File: src/rtl/core/jsu_pkg.sv
// ============================================================================
// jsu_pkg
// Shared types, codes and helpers of the JSON string unescape block.
// ============================================================================
package jsu_pkg;

    // Escape modes of the decoder.
    localparam logic [1:0] MODE_TEXT = 2'd0;
    localparam logic [1:0] MODE_ESC  = 2'd1;
    localparam logic [1:0] MODE_HEX  = 2'd2;

    // End-of-string status codes.
    localparam logic [1:0] ST_OK        = 2'd0;
    localparam logic [1:0] ST_TOO_LONG  = 2'd1;
    localparam logic [1:0] ST_BAD_ESC   = 2'd2;
    localparam logic [1:0] ST_TRUNCATED = 2'd3;

    // Result kinds.
    localparam logic KIND_DATA = 1'b0;
    localparam logic KIND_END  = 1'b1;

    localparam int unsigned LEN_W = 13;
    localparam logic [LEN_W-1:0] MAX_LEN_RESET = 13'd128;

    // Maximum number of results caused by one input item.
    localparam int unsigned MAX_RES = 4;

    // Per-string decoder state.
    typedef struct packed {
        logic [1:0]       mode;
        logic [1:0]       hex_left;
        logic [15:0]      code_point;
        logic [LEN_W-1:0] out_count;
        logic [1:0]       err;
    } t_dec_state;

    // Group of results produced by one input item, in delivery order.
    typedef struct packed {
        logic [2:0]                count;
        logic [MAX_RES-1:0]        kind;
        logic [MAX_RES-1:0][7:0]   data;
        logic [MAX_RES-1:0][1:0]   status;
        logic [MAX_RES-1:0]        last;
    } t_pkt;

    // Hex digit check and value; bit 4 is set for a valid digit.
    function automatic logic [4:0] hex_nibble(input logic [7:0] b);
        logic [4:0] r;
        begin
            r = 5'd0;
            if (b >= 8'h30 && b <= 8'h39) begin
                r = {1'b1, b[3:0]};
            end else if ((b >= 8'h61 && b <= 8'h66) || (b >= 8'h41 && b <= 8'h46)) begin
                r = {1'b1, b[3:0] + 4'd9};
            end
            return r;
        end
    endfunction

endpackage

File: src/rtl/core/json_string_unescape_top.sv
// ============================================================================
// json_string_unescape_top
// Streaming JSON string body unescaper with UTF-8 output of \u escapes.
// ============================================================================
// A request is held in the input register, then decoded into the result register.
// Throughput: one item per cycle while each item yields at most one result and the
// output is not stalled; an item's results hold the result register until taken.
// Reset: synchronous, active low; clears the decoder state and the valids,
// and sets max_out_len to 128.
module json_string_unescape_top (
    input  logic        i_clk,
    input  logic        i_rst_n,
    input  logic        i_cfg_wr_en,
    input  logic [12:0] i_cfg_wr_data,
    input  logic        i_in_valid,
    output logic        o_in_stall,
    input  logic [7:0]  i_in_byte,
    input  logic        i_has_byte,
    input  logic        i_last_in,
    output logic        o_out_valid,
    input  logic        i_out_stall,
    output logic        o_kind,
    output logic [7:0]  o_out_byte,
    output logic [1:0]  o_status,
    output logic        o_last
);

    logic                r_in_valid;
    logic [7:0]          r_in_byte;
    logic                r_has_byte;
    logic                r_last_in;
    logic [12:0]         r_max_out_len;
    jsu_pkg::t_dec_state r_state;
    jsu_pkg::t_dec_state n_state;
    jsu_pkg::t_pkt       n_pkt;
    logic                can_load;
    logic                fire;
    logic                accept;

    // Handshake: the held request is decoded once its results have room.
    assign fire       = r_in_valid && can_load;
    assign o_in_stall = r_in_valid && !can_load;
    assign accept     = i_in_valid && !o_in_stall;

    // Input register and configuration register.
    always_ff @(posedge i_clk) begin
        if (!i_rst_n) begin
            r_in_valid    <= 1'b0;
            r_max_out_len <= jsu_pkg::MAX_LEN_RESET;
        end else begin
            if (accept) begin
                r_in_valid <= 1'b1;
            end else if (fire) begin
                r_in_valid <= 1'b0;
            end
            if (i_cfg_wr_en) begin
                r_max_out_len <= i_cfg_wr_data;
            end
        end
        if (accept) begin
            r_in_byte  <= i_in_byte;
            r_has_byte <= i_has_byte;
            r_last_in  <= i_last_in;
        end
    end

    // Decoder state advances once per decoded request.
    always_ff @(posedge i_clk) begin
        if (!i_rst_n) begin
            r_state <= '0;
        end else if (fire) begin
            r_state <= n_state;
        end
    end

    jsu_decode u_decode (
        .i_state       (r_state),
        .i_max_out_len (r_max_out_len),
        .i_in_byte     (r_in_byte),
        .i_has_byte    (r_has_byte),
        .i_last_in     (r_last_in),
        .o_state       (n_state),
        .o_pkt         (n_pkt)
    );

    jsu_resq u_resq (
        .i_clk      (i_clk),
        .i_rst_n    (i_rst_n),
        .i_load     (fire && n_pkt.count != 3'd0),
        .i_pkt      (n_pkt),
        .o_can_load (can_load),
        .o_valid    (o_out_valid),
        .i_stall    (i_out_stall),
        .o_kind     (o_kind),
        .o_out_byte (o_out_byte),
        .o_status   (o_status),
        .o_last     (o_last)
    );

endmodule

File: src/rtl/core/jsu_decode.sv
// ============================================================================
// jsu_decode
// Combinational escape decoder: next state and result group for one item.
// ============================================================================
module jsu_decode (
    input  jsu_pkg::t_dec_state i_state,
    input  logic [12:0]         i_max_out_len,
    input  logic [7:0]          i_in_byte,
    input  logic                i_has_byte,
    input  logic                i_last_in,
    output jsu_pkg::t_dec_state o_state,
    output jsu_pkg::t_pkt       o_pkt
);

    jsu_pkg::t_dec_state s;
    logic [2:0][7:0]     buf_b;
    logic [1:0]          n_buf;
    logic [1:0]          n_emit;
    logic [4:0]          hv;
    logic [15:0]         cp;
    logic [13:0]         sum;

    assign hv = jsu_pkg::hex_nibble(i_in_byte);
    assign cp = {i_state.code_point[11:0], hv[3:0]};

    // Decode one byte, then apply the end-of-string handling.
    always_comb begin
        s      = i_state;
        buf_b  = '0;
        n_buf  = 2'd0;
        n_emit = 2'd0;
        sum    = '0;
        o_pkt  = '0;
        if (i_has_byte && i_state.err == jsu_pkg::ST_OK) begin
            unique case (i_state.mode)
                jsu_pkg::MODE_TEXT: begin
                    if (i_in_byte == 8'h5c) begin
                        s.mode = jsu_pkg::MODE_ESC;
                    end else begin
                        buf_b[0] = i_in_byte;
                        n_buf    = 2'd1;
                    end
                end
                jsu_pkg::MODE_ESC: begin
                    s.mode = jsu_pkg::MODE_TEXT;
                    unique case (i_in_byte)
                        8'h22, 8'h5c, 8'h2f: begin
                            buf_b[0] = i_in_byte;
                            n_buf    = 2'd1;
                        end
                        8'h62: begin buf_b[0] = 8'h08; n_buf = 2'd1; end
                        8'h66: begin buf_b[0] = 8'h0c; n_buf = 2'd1; end
                        8'h6e: begin buf_b[0] = 8'h0a; n_buf = 2'd1; end
                        8'h72: begin buf_b[0] = 8'h0d; n_buf = 2'd1; end
                        8'h74: begin buf_b[0] = 8'h09; n_buf = 2'd1; end
                        8'h75: begin
                            s.mode       = jsu_pkg::MODE_HEX;
                            s.hex_left   = 2'd3;
                            s.code_point = 16'd0;
                        end
                        default: begin
                            s.err = jsu_pkg::ST_BAD_ESC;
                        end
                    endcase
                end
                default: begin
                    // Hex digits of a \u escape; the fourth one emits UTF-8.
                    if (!hv[4]) begin
                        s.err = jsu_pkg::ST_BAD_ESC;
                    end else begin
                        s.code_point = cp;
                        if (i_state.hex_left != 2'd0) begin
                            s.hex_left = i_state.hex_left - 2'd1;
                        end else begin
                            s.mode = jsu_pkg::MODE_TEXT;
                            if (cp <= 16'h007f) begin
                                buf_b[0] = cp[7:0];
                                n_buf    = 2'd1;
                            end else if (cp <= 16'h07ff) begin
                                buf_b[0] = 8'hc0 | {3'd0, cp[10:6]};
                                buf_b[1] = 8'h80 | {2'd0, cp[5:0]};
                                n_buf    = 2'd2;
                            end else begin
                                buf_b[0] = 8'he0 | {4'd0, cp[15:12]};
                                buf_b[1] = 8'h80 | {2'd0, cp[11:6]};
                                buf_b[2] = 8'h80 | {2'd0, cp[5:0]};
                                n_buf    = 2'd3;
                            end
                        end
                    end
                end
            endcase

            // Capacity check: all bytes of the output or none of them.
            if (n_buf != 2'd0) begin
                sum = {1'b0, i_state.out_count} + {12'd0, n_buf};
                if (sum >= {1'b0, i_max_out_len}) begin
                    s.err = jsu_pkg::ST_TOO_LONG;
                end else begin
                    n_emit      = n_buf;
                    s.out_count = sum[12:0];
                    for (int k = 0; k < 3; k++) begin
                        o_pkt.data[k] = buf_b[k];
                    end
                end
            end
        end

        o_pkt.count = {1'b0, n_emit};
        // End of string: status result, then every state entry returns to zero.
        if (i_last_in) begin
            if (s.err == jsu_pkg::ST_OK && s.mode != jsu_pkg::MODE_TEXT) begin
                s.err = jsu_pkg::ST_TRUNCATED;
            end
            o_pkt.kind[n_emit]   = jsu_pkg::KIND_END;
            o_pkt.status[n_emit] = s.err;
            o_pkt.last[n_emit]   = 1'b1;
            o_pkt.count          = {1'b0, n_emit} + 3'd1;
            s                    = '0;
        end
        o_state = s;
    end

endmodule

File: src/rtl/core/jsu_resq.sv
// ============================================================================
// jsu_resq
// Result register: delivers a held group one result a cycle while not stalled.
// ============================================================================
module jsu_resq (
    input  logic          i_clk,
    input  logic          i_rst_n,
    input  logic          i_load,
    input  jsu_pkg::t_pkt i_pkt,
    output logic          o_can_load,
    output logic          o_valid,
    input  logic          i_stall,
    output logic          o_kind,
    output logic [7:0]    o_out_byte,
    output logic [1:0]    o_status,
    output logic          o_last
);

    logic          r_valid;
    jsu_pkg::t_pkt r_pkt;
    logic [1:0]    r_idx;
    logic          take;
    logic          finish;

    // A group ends when its final result is taken.
    assign take       = r_valid && !i_stall;
    assign finish     = take && (({1'b0, r_idx} + 3'd1) == r_pkt.count);
    assign o_can_load = !r_valid || finish;

    // Group storage and read pointer.
    always_ff @(posedge i_clk) begin
        if (!i_rst_n) begin
            r_valid <= 1'b0;
            r_idx   <= 2'd0;
        end else if (i_load) begin
            r_valid <= 1'b1;
            r_idx   <= 2'd0;
        end else if (finish) begin
            r_valid <= 1'b0;
        end else if (take) begin
            r_idx <= r_idx + 2'd1;
        end
        if (i_load) begin
            r_pkt <= i_pkt;
        end
    end

    // Current result.
    assign o_valid    = r_valid;
    assign o_kind     = r_pkt.kind[r_idx];
    assign o_out_byte = r_pkt.data[r_idx];
    assign o_status   = r_pkt.status[r_idx];
    assign o_last     = r_pkt.last[r_idx];

    // A group is loaded only into a free slot and never empty.
    a_load_free: assert property (@(posedge i_clk) disable iff (!i_rst_n)
        i_load |-> (o_can_load && i_pkt.count != 3'd0 && i_pkt.count <= 3'd4))
        else $error("result group loaded into a busy slot or with bad count");

    // The read pointer stays within the held group.
    a_idx_range: assert property (@(posedge i_clk) disable iff (!i_rst_n)
        r_valid |-> ({1'b0, r_idx} < r_pkt.count))
        else $error("result pointer beyond group");

    // An end result is always the final one of the string.
    a_end_last: assert property (@(posedge i_clk) disable iff (!i_rst_n)
        (r_valid && o_kind == jsu_pkg::KIND_END) |-> (o_last && finish == take))
        else $error("end result not final in group");

endmodule

File: config.mk
export PLATFORM = sky130hd
export DESIGN_NAME = json_string_unescape_top
export DESIGN_NICKNAME = d
export VERILOG_FILES = /design/src/rtl/core/jsu_pkg.sv /design/src/rtl/core/json_string_unescape_top.sv /design/src/rtl/core/jsu_decode.sv /design/src/rtl/core/jsu_resq.sv
export SDC_FILE = /design/constraint.sdc
export NUM_CORES = 1
export LEC_CHECK = 0
export ABC_AREA = 1
export BUFFER_PORTS_ARGS = -buffer_cell sky130_fd_sc_hd__buf_2
export CORE_ASPECT_RATIO = 2
export CORE_MARGIN = 4
export CORE_UTILIZATION = 55
export DETAILED_ROUTE_END_ITERATION = 8
export PLACE_DENSITY = 0.77
export SLEW_MARGIN = 10
export SYNTH_ARGS = -nofsm -noshare
export SYNTH_HDL_FRONTEND = slang
export SYNTH_SLANG_ARGS = --single-unit
File: constraint.sdc
create_clock -name i_clk -period 5.2 [get_ports i_clk]
set_input_delay 1.04 -clock i_clk [delete_from_list [all_inputs] [get_ports i_clk]]
set_output_delay 1.04 -clock i_clk [all_outputs]
set_load 0.01 [all_outputs]
==> summary.md <==
| Metric | Value |
|---|---|
| Status | `complete, but fails checks` |
| Failing checks | `setup timing` |
| Avg Synthesized Cell Area | `8.081 µm²` |
| Syn-to-layout area delta | `25.08%` |
| First-pass DRT Iterations | `6` |
| Max_cap viols | `0` |
| GRT Total Usage | `24.79%` |
| Synth cell types | `50` |
| Via Count | `5,379` |
| NumNets Final | `853` |
| Final Hold Vio Count | `0` |
| R2R setup slack | `-20 ps` |
| First-pass GRT wire length | `23,430 µm` |
| Internal | `1.273 mW` |
| Initial detailed-routing violation count | `565` |
| P_leak | `3.079 nW` |
| Critical Path Fanout Max | `6` |
| Crit path from | `r_in_byte[0]` |
| I/O Pins | `42` |
| Post-Syn Instances | `707` |
| Critical path arrival | `5340 ps` |
| HP Class | `flop to flop` |
| Seq/Total Area, Yosys | `41.52%` |
| R2R Path End | `u_resq.r_pkt[0]` |
| Initial core utilization | `56.29%` |
| Inserted Clock Buffers | `9` |
| Worst r2r path cells | `34` |
| Switch share | `26.34%` |
| Setup_tns | `-231.6 ps` |
| Clk pin slew, worst setup/hold paths | `60 ps` |
| Placer Congestion | `1.037` |
| Core area | `10,150 µm²` |
| WL/cell | `17.88 µm` |
| CP max stage delay | `440 ps` |
| Longest Clk Path Bufs | `2` |
| Root Buffer | `clkbuf_16` |
| Initial antenna violation count | `0` |
| Post-Syn Area | `5713 µm²` |
| Vias in the first global route | `5,107` |
| Row count | `52` |
| Pwr Density | `241.9 nW/µm²` |
| DR vias/cell | `5.728` |
| CP Capture Type | `flop` |
| Share of power burned in registers | `48.2%` |
| Critical path class | `flop to flop` |
| Post-route ant nets | `0` |
| Critical path required time | `5310 ps` |
| Design Power | `1.728 mW` |
| CP max-delay cell | `edfxtp_1` |
| Peak supply drop | `0.2018 mV` |
| Max-slew violations | `0` |
| Die W | `80.07 µm` |
| Setup-failing EPs final | `29` |
| Post-layout util | `70.40%` |
| CTS tree | `built` |
| Port bufs | `41` |
| RSZ-0062 raised after global routing | `true` |
| Clk network pwr share | `37.9%` |
| Die height | `152.1 µm` |
| # diodes | `0` |
| Sw Pwr | `0.4552 mW` |
| Final Worst Setup Slack | `-21.03 ps` |
| WL final | `16,790 µm` |
| Dpl cell area | `6116 µm²` |
| Htree depth | `3` |
| Syn Nets | `761` |
| Share of cells above drive strength 1 | `28.98%` |
| Largest net degree at the start of global routing | `38` |
| Skew final | `8.160 ps` |
| Slew @ Worst Pin | `699.1 ps` |
| Seq cells post-synth | `95` |
| Logic pwr share | `13.9%` |
| Final Cell Area | `7146 µm²` |
| DP Wirelength | `11,300 µm` |
| Fin crit share | `100.4%` |
| Die area | `12,180 µm²` |
| Hold slack | `470.1 ps` |
| Clock latency on the worst-skew pair | `350 ps` |
| Reg2reg start | `r_in_byte[0]` |
| Critical Path Source Type | `flop` |
| Clock sinks | `95` |
| Total of warnings raised by yosys | `0` |
| Congestion Overflow GR | `0` |
| Drt drc | `0` |
| Minimum clock period | `5221 ps` |
| Worst setup path endpoint | `u_resq.r_pkt[0]` |
| Peak Freq | `191.5 MHz` |
| Relative slew slack | `52.90%` |
[cell type report]
type	instances	area (µm²)
multi-input combinational	478	3120
fill	801	3004
sequential	95	2372
timing repair buffer	103	757.0
inverter	112	426.7
clock buffer	11	264.0
tap	135	168.9
clock inverter	5	36.28
[layer usage]
metal | track usage [%] | routed length (µm) | up-vias
met5 | 0 | 0 | -
met1 | 22.31 | 5505 | 2521
met3 | 4.142 | 743 | 90
met4 | 16.44 | 1185 | 0
met2 | 47.51 | 9355 | 242
li1 | - | - | 2526
[synth_stat cells, drive strengths merged]
cell type,number,share of area (%)
dfxtp,48,17
buf,12,1.6
fa,1,0.35
o211ai,3,0.39
edfxtp,47,25
nand4,14,2.1
o22ai,3,0.33
nand3b,2,0.26
nor4,1,0.11
a221o,1,0.18
o21bai,1,0.13
nand2b,1,0.11
xnor2,5,0.77
nor2,79,6.5
a21o,2,0.26
ha,25,5.5
o21a,1,0.13
clkbuf,10,0.66
a21oi,69,7.1
nand3,48,5.4
inv,111,7.3
or2,1,0.11
nor3,16,1.8
a31oi,3,0.33
nor3b,1,0.22
a22oi,1,0.13
a2bb2oi,1,0.15
xor2,10,1.5
o21ai,51,4.5
clkinv,1,0.066
a211oi,10,1.3
nand2,128,9.2
[metrics by stage]
step | worst slack (ps) | std cells
6_report | -21.03 | 939
5_1_grt | -226.8 | 939
4_1_cts | 11.27 | 899
3_5_place_dp | -79.14 | 869
3_3_place_gp | 87.56 | 869
2_1_floorplan | -43.24 | 707
[critical path, delay by kind of cell (launching register included)]
family	cells	cell delay, ps
buffers and inverters	6	620
flip-flops	1	440
AND/OR/NAND/NOR	20	2310
AO/OA/AOI/OAI	2	220
adder cells (fa/ha/maj)	5	1170
XOR/XNOR	1	210
[cell families after synthesis]
family                   synth area share [%]
AND/OR/NAND/NOR                         25.80
flip-flops                              41.52
buffers and inverters                   9.570
AO/OA/AOI/OAI                           14.98
XOR/XNOR                                2.300
adder cells (fa/ha/maj)                 5.826
[what timing repair did]
| action | in CTS | in global routing |
|---|---|---|
| setup buffers | 14 | 35 |
| hold buffers | 0 | 0 |
| resized for setup | 1 | 50 |
| setup endpoints to repair | 37 | 54 |
| pin swaps | 1 | 40 |
| gates cloned | 0 | 5 |
[flip-flops by register name (all words and copies together) (netlist names), 2 cells and up]
register and count:
r_in_byte 8, r_max_out_len 13, r_state 31, u_resq.r_idx 2, u_resq.r_pkt 37
[power groups by stage]
stage	clock (mW)	sequential, mW	combinational [mW]
final	0.654	0.833	0.241
after global routing	0.689	0.834	0.261
after CTS	0.656	0.833	0.194
after detailed placement	0	0.850	0.189
after global placement	0	0.849	0.182
after floorplan	0	0.842	0.136
[how the worst min path moves through the flow]
stage	startpoint	to	slack [ps]	cells after the start
global placement	r_max_out_len[11]	r_max_out_len[11]	450	2
global route	r_state[32]	r_state[32]	490	2
CTS	r_state[32]	r_state[32]	470	2
detailed placement	r_state[32]	r_state[32]	460	2
floorplan	r_max_out_len[8]	r_max_out_len[8]	440	2
finish	r_state[32]	r_state[32]	470	2
[placed cells by master, fill, tap and decap left out, types with 6 or more instances in the layout]
cell	count
nand4_1	12
a211oi_1	10
xor2_1	6
nor2_2	11
inv_1	94
buf_6	7
edfxtp_1	47
nor2_4	6
clkbuf_16	12
nand3_1	32
buf_4	51
dfxtp_1	48
nor2_1	60
nand3_2	14
a21oi_2	11
ha_1	17
buf_2	41
ha_4	7
o21ai_0	48
nand2_2	16
a21oi_1	56
inv_2	15
nor3_1	11
nand2_1	106
(Power assumes the default switching activity.)
